$ cat src/rtl/hpcp_pkg.sv
`timescale 1ns / 1ps
// ----------------------------------------------------------------------------
// hpcp_pkg
// Shared types, character codes and helper functions of the command parser.
// ----------------------------------------------------------------------------
package hpcp_pkg;

    // parse phase of the current command
    typedef enum logic [2:0] {
        PH_IDLE,
        PH_FIRST,
        PH_PAIRS,
        PH_SINGLE,
        PH_INIT,
        PH_IGNORE
    } phase_t;

    // action codes of a result
    localparam logic [1:0] ACT_MOVE  = 2'd0;
    localparam logic [1:0] ACT_DRAW  = 2'd1;
    localparam logic [1:0] ACT_PRESS = 2'd2;
    localparam logic [1:0] ACT_SPEED = 2'd3;

    // character codes
    localparam logic [7:0] CH_NUL   = 8'h00;
    localparam logic [7:0] CH_TAB   = 8'h09;
    localparam logic [7:0] CH_LF    = 8'h0A;
    localparam logic [7:0] CH_CR    = 8'h0D;
    localparam logic [7:0] CH_SPACE = 8'h20;
    localparam logic [7:0] CH_PLUS  = 8'h2B;
    localparam logic [7:0] CH_COMMA = 8'h2C;
    localparam logic [7:0] CH_MINUS = 8'h2D;
    localparam logic [7:0] CH_ZERO  = 8'h30;
    localparam logic [7:0] CH_NINE  = 8'h39;
    localparam logic [7:0] CH_SEMI  = 8'h3B;
    localparam logic [7:0] CH_D     = 8'h44;
    localparam logic [7:0] CH_I     = 8'h49;
    localparam logic [7:0] CH_N     = 8'h4E;
    localparam logic [7:0] CH_P     = 8'h50;
    localparam logic [7:0] CH_S     = 8'h53;
    localparam logic [7:0] CH_U     = 8'h55;
    localparam logic [7:0] CH_V     = 8'h56;
    localparam logic [7:0] CH_LC_A  = 8'h61;
    localparam logic [7:0] CH_LC_Z  = 8'h7A;

    localparam logic [7:0] STEPS_PER_MM_RESET = 8'd40;

    // argument magnitude saturation
    localparam logic [23:0] NUM_MAX = 24'hFFFFFF;
    // saturation of value*steps_per_mm, far above the coordinate clamp point
    localparam logic [21:0] PROD_CAP = 22'h3FFFFF;
    // value*steps_per_mm at or above this scales past 65535
    localparam logic [21:0] SAT_PROD = 22'd2621440;
    // ceil(2^21/5), exact division by five for operands below 2^19
    localparam logic [18:0] RECIP_5 = 19'd419431;

    localparam logic [8:0] PRESS_PEN0  = 9'd300;
    localparam logic [8:0] PRESS_PEN1  = 9'd200;
    localparam logic [8:0] PRESS_PEN2  = 9'd100;
    localparam logic [8:0] PRESS_OTHER = 9'd50;
    localparam logic [8:0] PRESS_INIT  = 9'd200;
    localparam logic [8:0] SPEED_MAX   = 9'd100;
    localparam logic [8:0] SPEED_MIN   = 9'd10;
    localparam logic [23:0] SPEED_MIN_ARG = 24'd45;

    typedef struct packed {
        logic        last;
        logic [8:0]  amount;
        logic [15:0] y_steps;
        logic [15:0] x_steps;
        logic [1:0]  action;
    } result_t;

    // what one character produces: up to two results
    typedef struct packed {
        logic [1:0] count;
        result_t    first;
        result_t    second;
    } emit_t;

    function automatic logic [7:0] to_upper(input logic [7:0] c);
        if (c >= CH_LC_A && c <= CH_LC_Z) begin
            return c - 8'd32;
        end
        return c;
    endfunction

    // prod = value*steps_per_mm (capped); returns prod/40 clamped to 65535
    function automatic logic [15:0] scale_coord(input logic [21:0] prod);
        logic [37:0] q;
        q = {19'd0, prod[21:3]} * {19'd0, RECIP_5};
        if (prod >= SAT_PROD) begin
            return 16'hFFFF;
        end
        return q[36:21];
    endfunction

endpackage

$ cat src/rtl/hpcp_result_fifo.sv
`timescale 1ns / 1ps
// ----------------------------------------------------------------------------
// hpcp_result_fifo
// Four-entry result queue; takes up to two results a cycle, gives one on ready.
// ----------------------------------------------------------------------------
module hpcp_result_fifo (
    input  logic              aclk,
    input  logic              aresetn,
    input  hpcp_pkg::emit_t   push,
    input  logic              push_en,
    output logic              room_two,
    output logic              out_valid,
    input  logic              out_ready,
    output hpcp_pkg::result_t out_data
);

    hpcp_pkg::result_t entry_reg [4];
    logic [1:0] wr_ptr_reg, wr_ptr_next;
    logic [1:0] rd_ptr_reg, rd_ptr_next;
    logic [2:0] count_reg, count_next;
    logic [1:0] push_n;
    logic       pop;

    assign push_n    = push_en ? push.count : 2'd0;
    assign out_valid = (count_reg != 3'd0);
    assign pop       = out_valid && out_ready;
    assign room_two  = (count_reg <= 3'd2);
    assign out_data  = entry_reg[rd_ptr_reg];

    always_comb begin
        wr_ptr_next = wr_ptr_reg + push_n;
        rd_ptr_next = rd_ptr_reg + {1'b0, pop};
        count_next  = count_reg + {1'b0, push_n} - {2'b0, pop};
    end

    always_ff @(posedge aclk) begin
        if (!aresetn) begin
            wr_ptr_reg <= 2'd0;
            rd_ptr_reg <= 2'd0;
            count_reg  <= 3'd0;
        end else begin
            wr_ptr_reg <= wr_ptr_next;
            rd_ptr_reg <= rd_ptr_next;
            count_reg  <= count_next;
        end
    end

    always_ff @(posedge aclk) begin
        if (push_n != 2'd0) begin
            entry_reg[wr_ptr_reg] <= push.first;
        end
        if (push_n == 2'd2) begin
            entry_reg[wr_ptr_reg + 2'd1] <= push.second;
        end
    end

endmodule

$ cat src/rtl/hpcp_core.sv
`timescale 1ns / 1ps
// ----------------------------------------------------------------------------
// hpcp_core
// Command state and its registered update for one received character.
// ----------------------------------------------------------------------------
module hpcp_core #(
    parameter int MAX_COMMAND_LEN = 256
) (
    input  logic            aclk,
    input  logic            aresetn,
    input  logic            fire,
    input  logic [7:0]      char_code,
    input  logic [7:0]      steps_per_mm,
    output hpcp_pkg::emit_t emit
);

    localparam int CNT_W = $clog2(MAX_COMMAND_LEN);
    localparam logic [CNT_W-1:0] CNT_LIMIT = CNT_W'(MAX_COMMAND_LEN - 1);

    hpcp_pkg::phase_t phase_reg, phase_next;
    logic [7:0]       op_first_reg, op_first_next;
    logic [7:0]       op_second_reg, op_second_next;
    logic [CNT_W-1:0] count_reg, count_next;
    logic [23:0]      value_reg, value_next;
    logic [21:0]      prod_reg, prod_next;
    logic             negative_reg, negative_next;
    logic             active_reg, active_next;
    logic             half_reg, half_next;
    logic [15:0]      held_x_reg, held_x_next;
    logic             stopped_reg, stopped_next;

    logic        is_term, is_blank, is_sep, is_sign, is_digit, taken, terminating;
    logic [7:0]  ch_up;
    logic [3:0]  digit;
    logic [23:0] base_v, acc_v;
    logic [21:0] base_p, acc_p;
    logic [27:0] v10;
    logic [25:0] p10;
    logic [11:0] dmul;
    logic [15:0] scaled_cur;
    logic        neg_nonzero;
    logic [1:0]  coord_action;
    logic [8:0]  press_amount, speed_amount;

    assign is_term  = (char_code == hpcp_pkg::CH_SEMI) || (char_code == hpcp_pkg::CH_CR) ||
                      (char_code == hpcp_pkg::CH_LF);
    assign is_blank = (char_code == hpcp_pkg::CH_SPACE) || (char_code == hpcp_pkg::CH_TAB);
    assign is_sep   = is_blank || (char_code == hpcp_pkg::CH_COMMA);
    assign is_sign  = (char_code == hpcp_pkg::CH_PLUS) || (char_code == hpcp_pkg::CH_MINUS);
    assign is_digit = (char_code >= hpcp_pkg::CH_ZERO) && (char_code <= hpcp_pkg::CH_NINE);
    assign digit    = char_code[3:0];
    assign ch_up    = hpcp_pkg::to_upper(char_code);
    assign terminating = fire && is_term && (count_reg != '0);
    assign taken    = fire && !is_term && (count_reg < CNT_LIMIT);

    // in the pairs phase a digit after a finished argument starts from zero
    assign base_v = (active_reg || phase_reg == hpcp_pkg::PH_SINGLE) ? value_reg : 24'd0;
    assign base_p = (active_reg || phase_reg == hpcp_pkg::PH_SINGLE) ? prod_reg : 22'd0;
    assign dmul   = {8'd0, digit} * {4'd0, steps_per_mm};
    assign v10    = ({4'd0, base_v} << 3) + ({4'd0, base_v} << 1) + {24'd0, digit};
    assign p10    = ({4'd0, base_p} << 3) + ({4'd0, base_p} << 1) + {14'd0, dmul};
    assign acc_v  = (v10 > {4'd0, hpcp_pkg::NUM_MAX}) ? hpcp_pkg::NUM_MAX : v10[23:0];
    assign acc_p  = (p10[25:22] != 4'd0) ? hpcp_pkg::PROD_CAP : p10[21:0];

    assign scaled_cur   = negative_reg ? 16'd0 : hpcp_pkg::scale_coord(prod_reg);
    assign coord_action = (op_second_reg == hpcp_pkg::CH_D) ? hpcp_pkg::ACT_DRAW
                                                            : hpcp_pkg::ACT_MOVE;
    assign neg_nonzero  = negative_reg && (value_reg != 24'd0);

    always_comb begin
        if (neg_nonzero) begin
            press_amount = hpcp_pkg::PRESS_OTHER;
            speed_amount = hpcp_pkg::SPEED_MAX;
        end else begin
            priority case (value_reg)
                24'd0:   press_amount = hpcp_pkg::PRESS_PEN0;
                24'd1:   press_amount = hpcp_pkg::PRESS_PEN1;
                24'd2:   press_amount = hpcp_pkg::PRESS_PEN2;
                default: press_amount = hpcp_pkg::PRESS_OTHER;
            endcase
            if (value_reg >= hpcp_pkg::SPEED_MIN_ARG) begin
                speed_amount = hpcp_pkg::SPEED_MIN;
            end else begin
                speed_amount = hpcp_pkg::SPEED_MAX - {2'd0, value_reg[5:0], 1'b0};
            end
        end
    end

    // next phase
    always_comb begin
        phase_next = phase_reg;
        if (terminating) begin
            phase_next = hpcp_pkg::PH_IDLE;
        end else if (taken) begin
            unique case (phase_reg)
                hpcp_pkg::PH_IDLE: begin
                    if (!is_blank) begin
                        phase_next = (char_code == hpcp_pkg::CH_NUL) ? hpcp_pkg::PH_IGNORE
                                                                     : hpcp_pkg::PH_FIRST;
                    end
                end
                hpcp_pkg::PH_FIRST: begin
                    if (op_first_reg == hpcp_pkg::CH_I && ch_up == hpcp_pkg::CH_N) begin
                        phase_next = hpcp_pkg::PH_INIT;
                    end else if (op_first_reg == hpcp_pkg::CH_P &&
                                 (ch_up == hpcp_pkg::CH_U || ch_up == hpcp_pkg::CH_D)) begin
                        phase_next = hpcp_pkg::PH_PAIRS;
                    end else if ((op_first_reg == hpcp_pkg::CH_S && ch_up == hpcp_pkg::CH_P) ||
                                 (op_first_reg == hpcp_pkg::CH_V && ch_up == hpcp_pkg::CH_S)) begin
                        phase_next = hpcp_pkg::PH_SINGLE;
                    end else begin
                        phase_next = hpcp_pkg::PH_IGNORE;
                    end
                end
                default: phase_next = phase_reg;
            endcase
        end
    end

    // argument datapath and results
    always_comb begin
        op_first_next  = op_first_reg;
        op_second_next = op_second_reg;
        count_next     = count_reg;
        value_next     = value_reg;
        prod_next      = prod_reg;
        negative_next  = negative_reg;
        active_next    = active_reg;
        half_next      = half_reg;
        held_x_next    = held_x_reg;
        stopped_next   = stopped_reg;
        emit           = '0;

        if (terminating) begin
            unique case (phase_reg)
                hpcp_pkg::PH_PAIRS: begin
                    if (!stopped_reg && active_reg && half_reg) begin
                        emit.count          = 2'd1;
                        emit.first.action   = coord_action;
                        emit.first.x_steps  = held_x_reg;
                        emit.first.y_steps  = scaled_cur;
                        emit.first.last     = 1'b1;
                    end
                end
                hpcp_pkg::PH_INIT: begin
                    emit.count         = 2'd2;
                    emit.first.action  = hpcp_pkg::ACT_PRESS;
                    emit.first.amount  = hpcp_pkg::PRESS_INIT;
                    emit.second.action = hpcp_pkg::ACT_MOVE;
                    emit.second.last   = 1'b1;
                end
                hpcp_pkg::PH_SINGLE: begin
                    emit.count = 2'd1;
                    emit.first.last = 1'b1;
                    if (op_first_reg == hpcp_pkg::CH_S) begin
                        emit.first.action = hpcp_pkg::ACT_PRESS;
                        emit.first.amount = press_amount;
                    end else begin
                        emit.first.action = hpcp_pkg::ACT_SPEED;
                        emit.first.amount = speed_amount;
                    end
                end
                default: emit.count = 2'd0;
            endcase
            op_first_next  = 8'd0;
            op_second_next = 8'd0;
            count_next     = '0;
            value_next     = 24'd0;
            prod_next      = 22'd0;
            negative_next  = 1'b0;
            active_next    = 1'b0;
            half_next      = 1'b0;
            held_x_next    = 16'd0;
            stopped_next   = 1'b0;
        end else if (taken) begin
            count_next = count_reg + CNT_W'(1);
            unique case (phase_reg)
                hpcp_pkg::PH_IDLE: begin
                    if (!is_blank && char_code != hpcp_pkg::CH_NUL) begin
                        op_first_next = ch_up;
                    end
                end
                hpcp_pkg::PH_FIRST: begin
                    op_second_next = ch_up;
                    value_next     = 24'd0;
                    prod_next      = 22'd0;
                    negative_next  = 1'b0;
                    active_next    = 1'b0;
                    half_next      = 1'b0;
                    held_x_next    = 16'd0;
                    stopped_next   = 1'b0;
                end
                hpcp_pkg::PH_PAIRS: begin
                    if (!stopped_reg) begin
                        if (is_digit) begin
                            if (!active_reg) begin
                                negative_next = 1'b0;
                            end
                            active_next = 1'b1;
                            value_next  = acc_v;
                            prod_next   = acc_p;
                        end else begin
                            // any non-digit finishes the coordinate in progress
                            if (active_reg) begin
                                active_next = 1'b0;
                                if (!half_reg) begin
                                    held_x_next = scaled_cur;
                                    half_next   = 1'b1;
                                end else begin
                                    half_next          = 1'b0;
                                    emit.count         = 2'd1;
                                    emit.first.action  = coord_action;
                                    emit.first.x_steps = held_x_reg;
                                    emit.first.y_steps = scaled_cur;
                                    emit.first.last    = 1'b1;
                                end
                            end
                            if (is_sign) begin
                                active_next   = 1'b1;
                                value_next    = 24'd0;
                                prod_next     = 22'd0;
                                negative_next = (char_code == hpcp_pkg::CH_MINUS);
                            end else if (!is_sep) begin
                                stopped_next = 1'b1;
                            end
                        end
                    end
                end
                hpcp_pkg::PH_SINGLE: begin
                    if (!stopped_reg) begin
                        if (is_digit) begin
                            active_next = 1'b1;
                            value_next  = acc_v;
                            prod_next   = acc_p;
                        end else if (is_sign) begin
                            if (active_reg) begin
                                stopped_next = 1'b1;
                            end else begin
                                active_next   = 1'b1;
                                negative_next = (char_code == hpcp_pkg::CH_MINUS);
                            end
                        end else if (is_sep) begin
                            if (active_reg) begin
                                stopped_next = 1'b1;
                            end
                        end else begin
                            stopped_next = 1'b1;
                        end
                    end
                end
                default: count_next = count_reg + CNT_W'(1);
            endcase
        end
    end

    always_ff @(posedge aclk) begin
        if (!aresetn) begin
            phase_reg     <= hpcp_pkg::PH_IDLE;
            op_first_reg  <= 8'd0;
            op_second_reg <= 8'd0;
            count_reg     <= '0;
            value_reg     <= 24'd0;
            prod_reg      <= 22'd0;
            negative_reg  <= 1'b0;
            active_reg    <= 1'b0;
            half_reg      <= 1'b0;
            held_x_reg    <= 16'd0;
            stopped_reg   <= 1'b0;
        end else begin
            phase_reg     <= phase_next;
            op_first_reg  <= op_first_next;
            op_second_reg <= op_second_next;
            count_reg     <= count_next;
            value_reg     <= value_next;
            prod_reg      <= prod_next;
            negative_reg  <= negative_next;
            active_reg    <= active_next;
            half_reg      <= half_next;
            held_x_reg    <= held_x_next;
            stopped_reg   <= stopped_next;
        end
    end

endmodule

$ cat src/rtl/hpgl_command_stream_parser.sv
`timescale 1ns / 1ps
// ----------------------------------------------------------------------------
// hpgl_command_stream_parser
// Plotter command parser: characters in, pen moves, pressure and speed out.
// ----------------------------------------------------------------------------
// A character is accepted into an input register and decoded from there once
// the result queue has room for two results; its results (none, one, or two
// for the terminator of IN) are then written into the four-entry result
// queue, which presents them on the master side. The parser takes one
// character per cycle while the queue has room for two results, so the
// sustained rate is one character a cycle, bounded only by the result side
// draining one result a cycle. Coordinate scaling is carried alongside each
// argument as value times steps_per_mm, so a finished coordinate needs one
// divide-by-forty multiply in the decode cycle.
module hpgl_command_stream_parser #(
    parameter int MAX_COMMAND_LEN = 256
) (
    input  logic        aclk,
    input  logic        aresetn,
    // configuration: steps_per_mm
    input  logic        cfg_wr_en,
    input  logic [7:0]  cfg_wr_data,
    // input characters
    input  logic        s_axis_tvalid,
    output logic        s_axis_tready,
    input  logic [7:0]  s_axis_tdata,   // [7:0] char_code
    // results
    output logic        m_axis_tvalid,
    input  logic        m_axis_tready,
    output logic [47:0] m_axis_tdata,   // [1:0] action, [17:2] x_steps,
                                        // [33:18] y_steps, [42:34] amount, rest 0
    output logic        m_axis_tlast    // last result of a character
);

    logic              in_valid_reg;
    logic [7:0]        in_char_reg;
    logic [7:0]        steps_per_mm_reg;
    logic              core_fire;
    logic              room_two;
    hpcp_pkg::emit_t   emit;
    hpcp_pkg::result_t out_data;

    assign core_fire     = in_valid_reg && room_two;
    assign s_axis_tready = !in_valid_reg || core_fire;

    always_ff @(posedge aclk) begin
        if (!aresetn) begin
            in_valid_reg     <= 1'b0;
            steps_per_mm_reg <= hpcp_pkg::STEPS_PER_MM_RESET;
        end else begin
            if (s_axis_tready) begin
                in_valid_reg <= s_axis_tvalid;
            end
            if (cfg_wr_en) begin
                steps_per_mm_reg <= cfg_wr_data;
            end
        end
    end

    always_ff @(posedge aclk) begin
        if (s_axis_tvalid && s_axis_tready) begin
            in_char_reg <= s_axis_tdata;
        end
    end

    hpcp_core #(
        .MAX_COMMAND_LEN(MAX_COMMAND_LEN)
    ) u_core (
        .aclk        (aclk),
        .aresetn     (aresetn),
        .fire        (core_fire),
        .char_code   (in_char_reg),
        .steps_per_mm(steps_per_mm_reg),
        .emit        (emit)
    );

    hpcp_result_fifo u_fifo (
        .aclk     (aclk),
        .aresetn  (aresetn),
        .push     (emit),
        .push_en  (core_fire),
        .room_two (room_two),
        .out_valid(m_axis_tvalid),
        .out_ready(m_axis_tready),
        .out_data (out_data)
    );

    assign m_axis_tdata = {5'd0, out_data.amount, out_data.y_steps, out_data.x_steps,
                           out_data.action};
    assign m_axis_tlast = out_data.last;

    // a character waiting in the input register is neither lost nor changed
    assert property (@(posedge aclk) disable iff (!aresetn)
        (in_valid_reg && !core_fire) |=> (in_valid_reg && $stable(in_char_reg)))
        else $error("input register dropped or changed a pending character");

    // anything decoded shows up on the result side in the next cycle
    assert property (@(posedge aclk) disable iff (!aresetn)
        (core_fire && emit.count != 2'd0) |=> m_axis_tvalid)
        else $error("decoded result not presented");

    // only the last result of a character carries the last flag
    assert property (@(posedge aclk) disable iff (!aresetn)
        (core_fire && emit.count == 2'd2) |-> (!emit.first.last && emit.second.last))
        else $error("last flag misplaced on a two-result character");

    assert property (@(posedge aclk) disable iff (!aresetn)
        (core_fire && emit.count == 2'd1) |-> emit.first.last)
        else $error("single result missing its last flag");

endmodule

$ cat config.mk
export PLATFORM = sky130hd
export DESIGN_NAME = hpgl_command_stream_parser
export DESIGN_NICKNAME = d
export VERILOG_FILES = /design/src/rtl/hpcp_pkg.sv /design/src/rtl/hpcp_result_fifo.sv /design/src/rtl/hpcp_core.sv /design/src/rtl/hpgl_command_stream_parser.sv
export SDC_FILE = /design/constraint.sdc
export NUM_CORES = 1
export LEC_CHECK = 0
export ABC_AREA = 1
export BUFFER_PORTS_ARGS = -buffer_cell sky130_fd_sc_hd__clkbuf_2
export CAP_MARGIN = 25
export CORE_MARGIN = 2
export CORE_UTILIZATION = 35
export DETAILED_ROUTE_END_ITERATION = 7
export GPL_TIMING_DRIVEN = 0
export MAX_ROUTING_LAYER = met4
export SLEW_MARGIN = 25
export SYNTH_ARGS = -nofsm -noshare
export SYNTH_HDL_FRONTEND = slang
export SYNTH_SLANG_ARGS = --single-unit
$ cat constraint.sdc
create_clock -name aclk -period 6.2 [get_ports aclk]
set_clock_uncertainty 0.15 [all_clocks]
set_input_delay 0.93 -clock aclk [delete_from_list [all_inputs] [get_ports aclk]]
set_output_delay 0.93 -clock aclk [all_outputs]
set_load 0.02 [all_outputs]
* Word level (Yosys, flattened, before mapping)
Memory sizes are Yosys's and may differ from the RTL's. A register that Yosys moved wholly into a read port is not among the register bits.
Cells that the tools add are included.
** Cells by class
- Add/subtract/negate cells :: 12
- $mul :: 2
- Order comparisons :: 9
- Equality and inequality tests :: 38
- Mux-type cells :: 102
- Bitwise logic cells :: 1
- Reductions and logical operators :: 52
** Operators with widths (number)
- $mux 34 :: 8
- $mux 24 :: 7
- $mux 22 :: 7
- $mux 16 :: 7
- $eq 8x7->1 const B :: 10
- $pmux 24 s3 :: 1
- $pmux 22 s3 :: 1
- $mux 9 :: 5
- $eq 8x6->1 const B :: 5
- $mul 19x19->37 const B :: 1
- $mux 1 :: 37
- $mux 3 :: 11
- $mux 32 :: 1
- $pmux 16 s2 :: 1
- $add 27x25->28 :: 1
- $add 28x4->28 :: 1
- $gt 28x24->1 const B :: 1
- $pmux 9 s3 :: 1
- $add 25x23->26 :: 1
- $add 26x12->26 :: 1
- $eq 24x1->1 const B :: 1
- $eq 24x2->1 const B :: 1
- $eq 8x4->1 const B :: 3
- $ge 24x6->1 const B :: 1
- 49 further kinds :: 102
** Storage, ports and cells
- Register bits :: 117
- Bits in writable memories :: 176
- Input port bits :: 21
- Output and inout port bits :: 51
- Logic and storage cells :: 234
- Memories kept :: 1
** Memory list
- u_fifo.entry_reg :: words 4, bits a word 44, read ports 1, clocked after Yosys merged registers in 1, write ports 2, RTL line hpcp_result_fifo.sv:17 : hpcp_pkg::result_t entry_reg [4];

* Logic depth before layout (Yosys ltp)
- Depth in word-level cells :: 12
- Depth in mapped cells :: 28
- Gate-level depth less buffers :: 27

* Modules after synthesis
Synthesis repeated with hierarchy kept, for this count alone.
** Second synthesis, totals
- Cell total of the unflattened synthesis :: 3434
- Area total of the unflattened synthesis :: 26756.9 um^2
** Modules (own cells, without submodules)
- hpcp_core :: instances 1, cells each 2452, area an instance 17241.5 um^2, seq. area each 1861.8 um^2
- hpcp_result_fifo :: instances 1, cells each 926, area an instance 8917.3 um^2, seq. area each 5425.2 um^2
- hpgl_command_stream_parser :: instances 1, cells each 56, area an instance 598.1 um^2, seq. area each 420.4 um^2

* Worst setup path before layout
Ideal clock, no wire load.
- Kind :: register to register
- Start :: register u_core.prod_reg[10]
- End :: memory u_fifo.entry_reg[1][28] (netlist bit)
- Library setup time :: 0.058 ns
- Data arrival time :: 5.168 ns
- Required time :: 5.992 ns
- Setup slack :: 0.824 ns
- Stages on the path, launching flop included :: 27
- Buffers on the path :: 0
- Clock period less this slack :: 5.376 ns
- Cell sequence :: dfxtp_1 inv_1 ha_1 fa_1 inv_1 fa_1 fa_1 inv_1 fa_1 inv_1 fa_1 inv_1 ha_1 nand2_1 nor2_1 inv_1 nor3_1 inv_1 nor3_1 nand2_1 nand2_1 nand2_1 nand3_1 nand2_1 nor2_1 nand2_1 nand2_1
** RTL lines
- start: declaration :: RTL line hpcp_core.sv:25 : logic [21:0] prod_reg, prod_next;
- start signal: assignment :: RTL line hpcp_core.sv:275 : prod_reg <= prod_next;
- end: declaration :: RTL line hpcp_result_fifo.sv:17

==> run_results.csv <==
group,metric,value,unit
outcome,status,"finished, final reports clean",
clock_tree,cts.sinks,289,
critical_path,cp.depth,20,
job,max_cap_viol_count,0,
place,dp.cells,4280,
routing,drc,0,
clock_tree,ctsLongestPathBuffers,3,
critical_path,crit_family,"adder cells",
timing,hold_viol,0,
synth,synth.most_common_cell,"nand2_1",
synth,synth_largest_area_cell,"dfxtp_1",
die,core,0.06871,mm^2
critical_path,crit_required,6520,ps
worst_hold_path,hp-class,"flip-flop to flip-flop",
routing,wire_per_inst,16.03,um
finish,drive_above_1_share,0.08637,
clock_tree,cts_root_buffer,"clkbuf_16",
clock_tree,postCtsSetupRepairBufs,0,
critical_path,cp.arrival,6360,ps
synth,synthTopCellsByCount,"nand2_1, inv_1, a21oi_1",
critical_path,critical_path.cell_chain,"inv_1, ha_1, xor2_1, ha_1, or2_2, fa_1, fa_1, fa_1, inv_1, fa_1, inv_1, ha_1, a21oi_1, o21ai_0, a21oi_1, nand3_1, nand2_1, nand3_1, nand3_1, o22ai_1",
pwr,power.density,196.4,mW/mm^2
synth,async_flop_share,0,
critical_path,worst-path-max-fanout,8,
finish,layout.nets,3843,
place,io_buffers,64,
finish,num-fill-cells,7374,
critical_path,worstSetupPathType,"flip-flop to flip-flop",
finish,largest_reg_flops,172,
die,ios,72,
synth,synthCells,3280,
timing,fmax,165.4,MHz
clock_tree,worstSkewPairLatency,600,ps
worst_hold_path,min_path_cells,2,
routing,dr.pass1.iters,5,
synth,yosys-top-cells-area,"dfxtp_1, ha_1, fa_1, nand2_1, inv_1",
critical_path,crit_path_start,"u_core.prod_reg[6]",
synth,synth_warnings,0,
place,gp_congestion,0.9345,
place,place_hpwl,56.93,mm
grt,first_global_vias,21112,
finish,areaGrowthSynthToFinish,10.97,%
critical_path,setup.worst_path.end_class,"flip-flop",
synth,ys_types,54,
routing,drt_iter0_drc,1312,
place,dpl_cell_area,0.02582,mm^2
critical_path,cp-start-kind,"flip-flop",
synth,synth_edf_count,12,
clock_tree,cts_inserted_buffers,30,
timing,setup_viol,0,
grt,grt_pass1_wl,111.8,mm
clock_tree,cts_tree,"done",
timing,final_max_slew_viol_count,0,
finish,stdcell_area,0.02699,mm^2
grt,grt-ovfl-total,0,
synth,synth_top_area_share,0.2280,
synth,syn_area,0.02432,mm^2
routing,antenna_left,0,
critical_path,cpPeakStageDelay,550,ps
timing,worstMarginPinSlew,813.4,ps
critical_path,reg2regPathDepth,20,
timing,relSlewSlack,0.4507,
synth,synth_ff_type,"dfxtp_1",
finish,antennaDiodeCount,0,
routing,vias,21366,
synth,ys_seq_area_frac,0.2428,
synth,avgSynthCellArea,7.415,um^2
critical_path,cpMaxStageDelayCell,"fa_1",
timing,layout_min_cycle_time,6046,ps
grt,grt_usage,0.1992,
die,die_w,267.6,um
clock_tree,clk_pin_slew,60,ps
place,place_ws,-510.8,ps
critical_path,cp_common_cell,"fa_1",
timing,finalCritPeriodShare,0.9751,
finish,final_core_util,0.3928,
critical_path,r2r-start,"u_core.prod_reg[6]",
timing,setup_slack,154.1,ps
grt,grt_max_degree,17,
worst_hold_path,min_from,"u_fifo.entry_reg[1][28]",
pwr,ir_drop,0.1925,mV
die,initial_core_util,0.3540,
die,die_y,267.6,um
die,die_area,0.07161,mm^2
pwr,total_leakage_power,0.01325,uW
die,rows,96,
critical_path,cp.buffers_inverters,3,
synth,synth_seq_cells,289,
finish,layout.cells.non_filler,4335,
routing,viasPerCell,4.929,
grt,antenna_found_initial,0,
routing,drt-total-wl,69.51,mm
clock_tree,htreeDepth,1,
==> kinds of logic (layout without fill, tap and decap cells) <==
| logic type | count (synthesis) | in the layout | share of synthesized area |
|---|---|---|---|
| AOI/OAI and AO/OA | 659 | 659 | 0.1468 |
| other | 1 | 6 | 0.0001542 |
| buffers and inverters | 629 | 748 | 0.1042 |
| adders and majority gates | 441 | 441 | 0.2766 |
| and+or+nand+nor | 1211 | 1211 | 0.2115 |
| xor gates and xnor gates | 50 | 50 | 0.01801 |
| DFF | 289 | 289 | 0.2428 |
==> worst min-delay path, cell delays in order, from the launching register on <==
cell     delay [ps]
dfxtp_1         310
nand2_1          60
nand2_1          40
==> path summary, 6_finish.rpt <==
path | end | slack [ps]
min | u_fifo.entry_reg[1][28] | 300
max | u_fifo.entry_reg[1][20] | 150
min reg2reg | u_fifo.entry_reg[1][28] | 300
max reg2reg | u_fifo.entry_reg[1][20] | 150
==> cells in the final DEF (no fill, tap or decap), types with 9 or more instances in the layout <==
cell	netlist	routed
nand3b_1	9	9
ha_1	280	273
buf_6	10	10
nor2_1	237	228
buf_4	18	18
nand2_2	34	34
o22ai_1	44	44
a21o_1	12	12
dfxtp_2	0	10
inv_2	11	12
xor2_1	23	23
o21bai_1	9	9
buf_2	19	19
clkbuf_16	0	30
fa_1	161	161
nand3_1	178	173
o21ai_0	165	160
a21oi_1	285	282
clkbuf_1	62	66
nand2_1	652	652
clkbuf_2	1	68
xnor2_1	27	27
o21ai_1	94	97
nor3_1	29	28
inv_1	499	498
edfxtp_1	12	12
o21ai_2	21	23
nand4_1	39	39
dfxtp_1	277	262
==> layer usage <==
| layer | vias up | GRT usage | wire (um) |
|---|---|---|---|
| li1 | 10852 | - | - |
| met2 | 413 | 0.3226 | 31800 |
| met1 | 10012 | 0.2710 | 33670 |
| met5 | - | - | 0 |
| met4 | 0 | 0.03971 | 1426 |
| met3 | 89 | 0.01903 | 2613 |
==> final cells by class <==
cell class                 instances  area, um^2  share of cell area
sequential                       289        5937              0.2200
buffer                           112       595.6             0.02207
inverter                         517        1946             0.07209
timing repair buffer              64       320.3             0.01187
multi-input combinational       2367       16050              0.5945
tap                              931        1165             0.04316
clock buffer                      44       863.3             0.03199
clock inverter                    11       117.6            0.004358
==> what timing repair did <==
action	in CTS	in global routing
resized for setup	13	58
hold buffers	0	0
cloned	0	0
setup endpoints to repair	52	96
==> through the flow <==
stage | power, uW | hold WS (ps) | TNS (ps)
after floorplan | 2984 | 270.8 | 0
after global placement | 3530 | 280.9 | -9865
after detailed placement | 3538 | 283.8 | -10800
after CTS | 5336 | 299.8 | 0
after global routing | 5567 | 318.2 | -196.4
final | 5301 | 298.1 | 0
==> power breakdown <==
| part | total [uW] | switching, uW | internal (uW) |
|---|---|---|---|
| Combinational | 1530 | 1100 | 435 |
| Sequential | 1960 | 43.6 | 1910 |
| Clock | 1810 | 798 | 1010 |
| Total | 5300 | 1940 | 3360 |
Power figures use the tool's default switching activity.
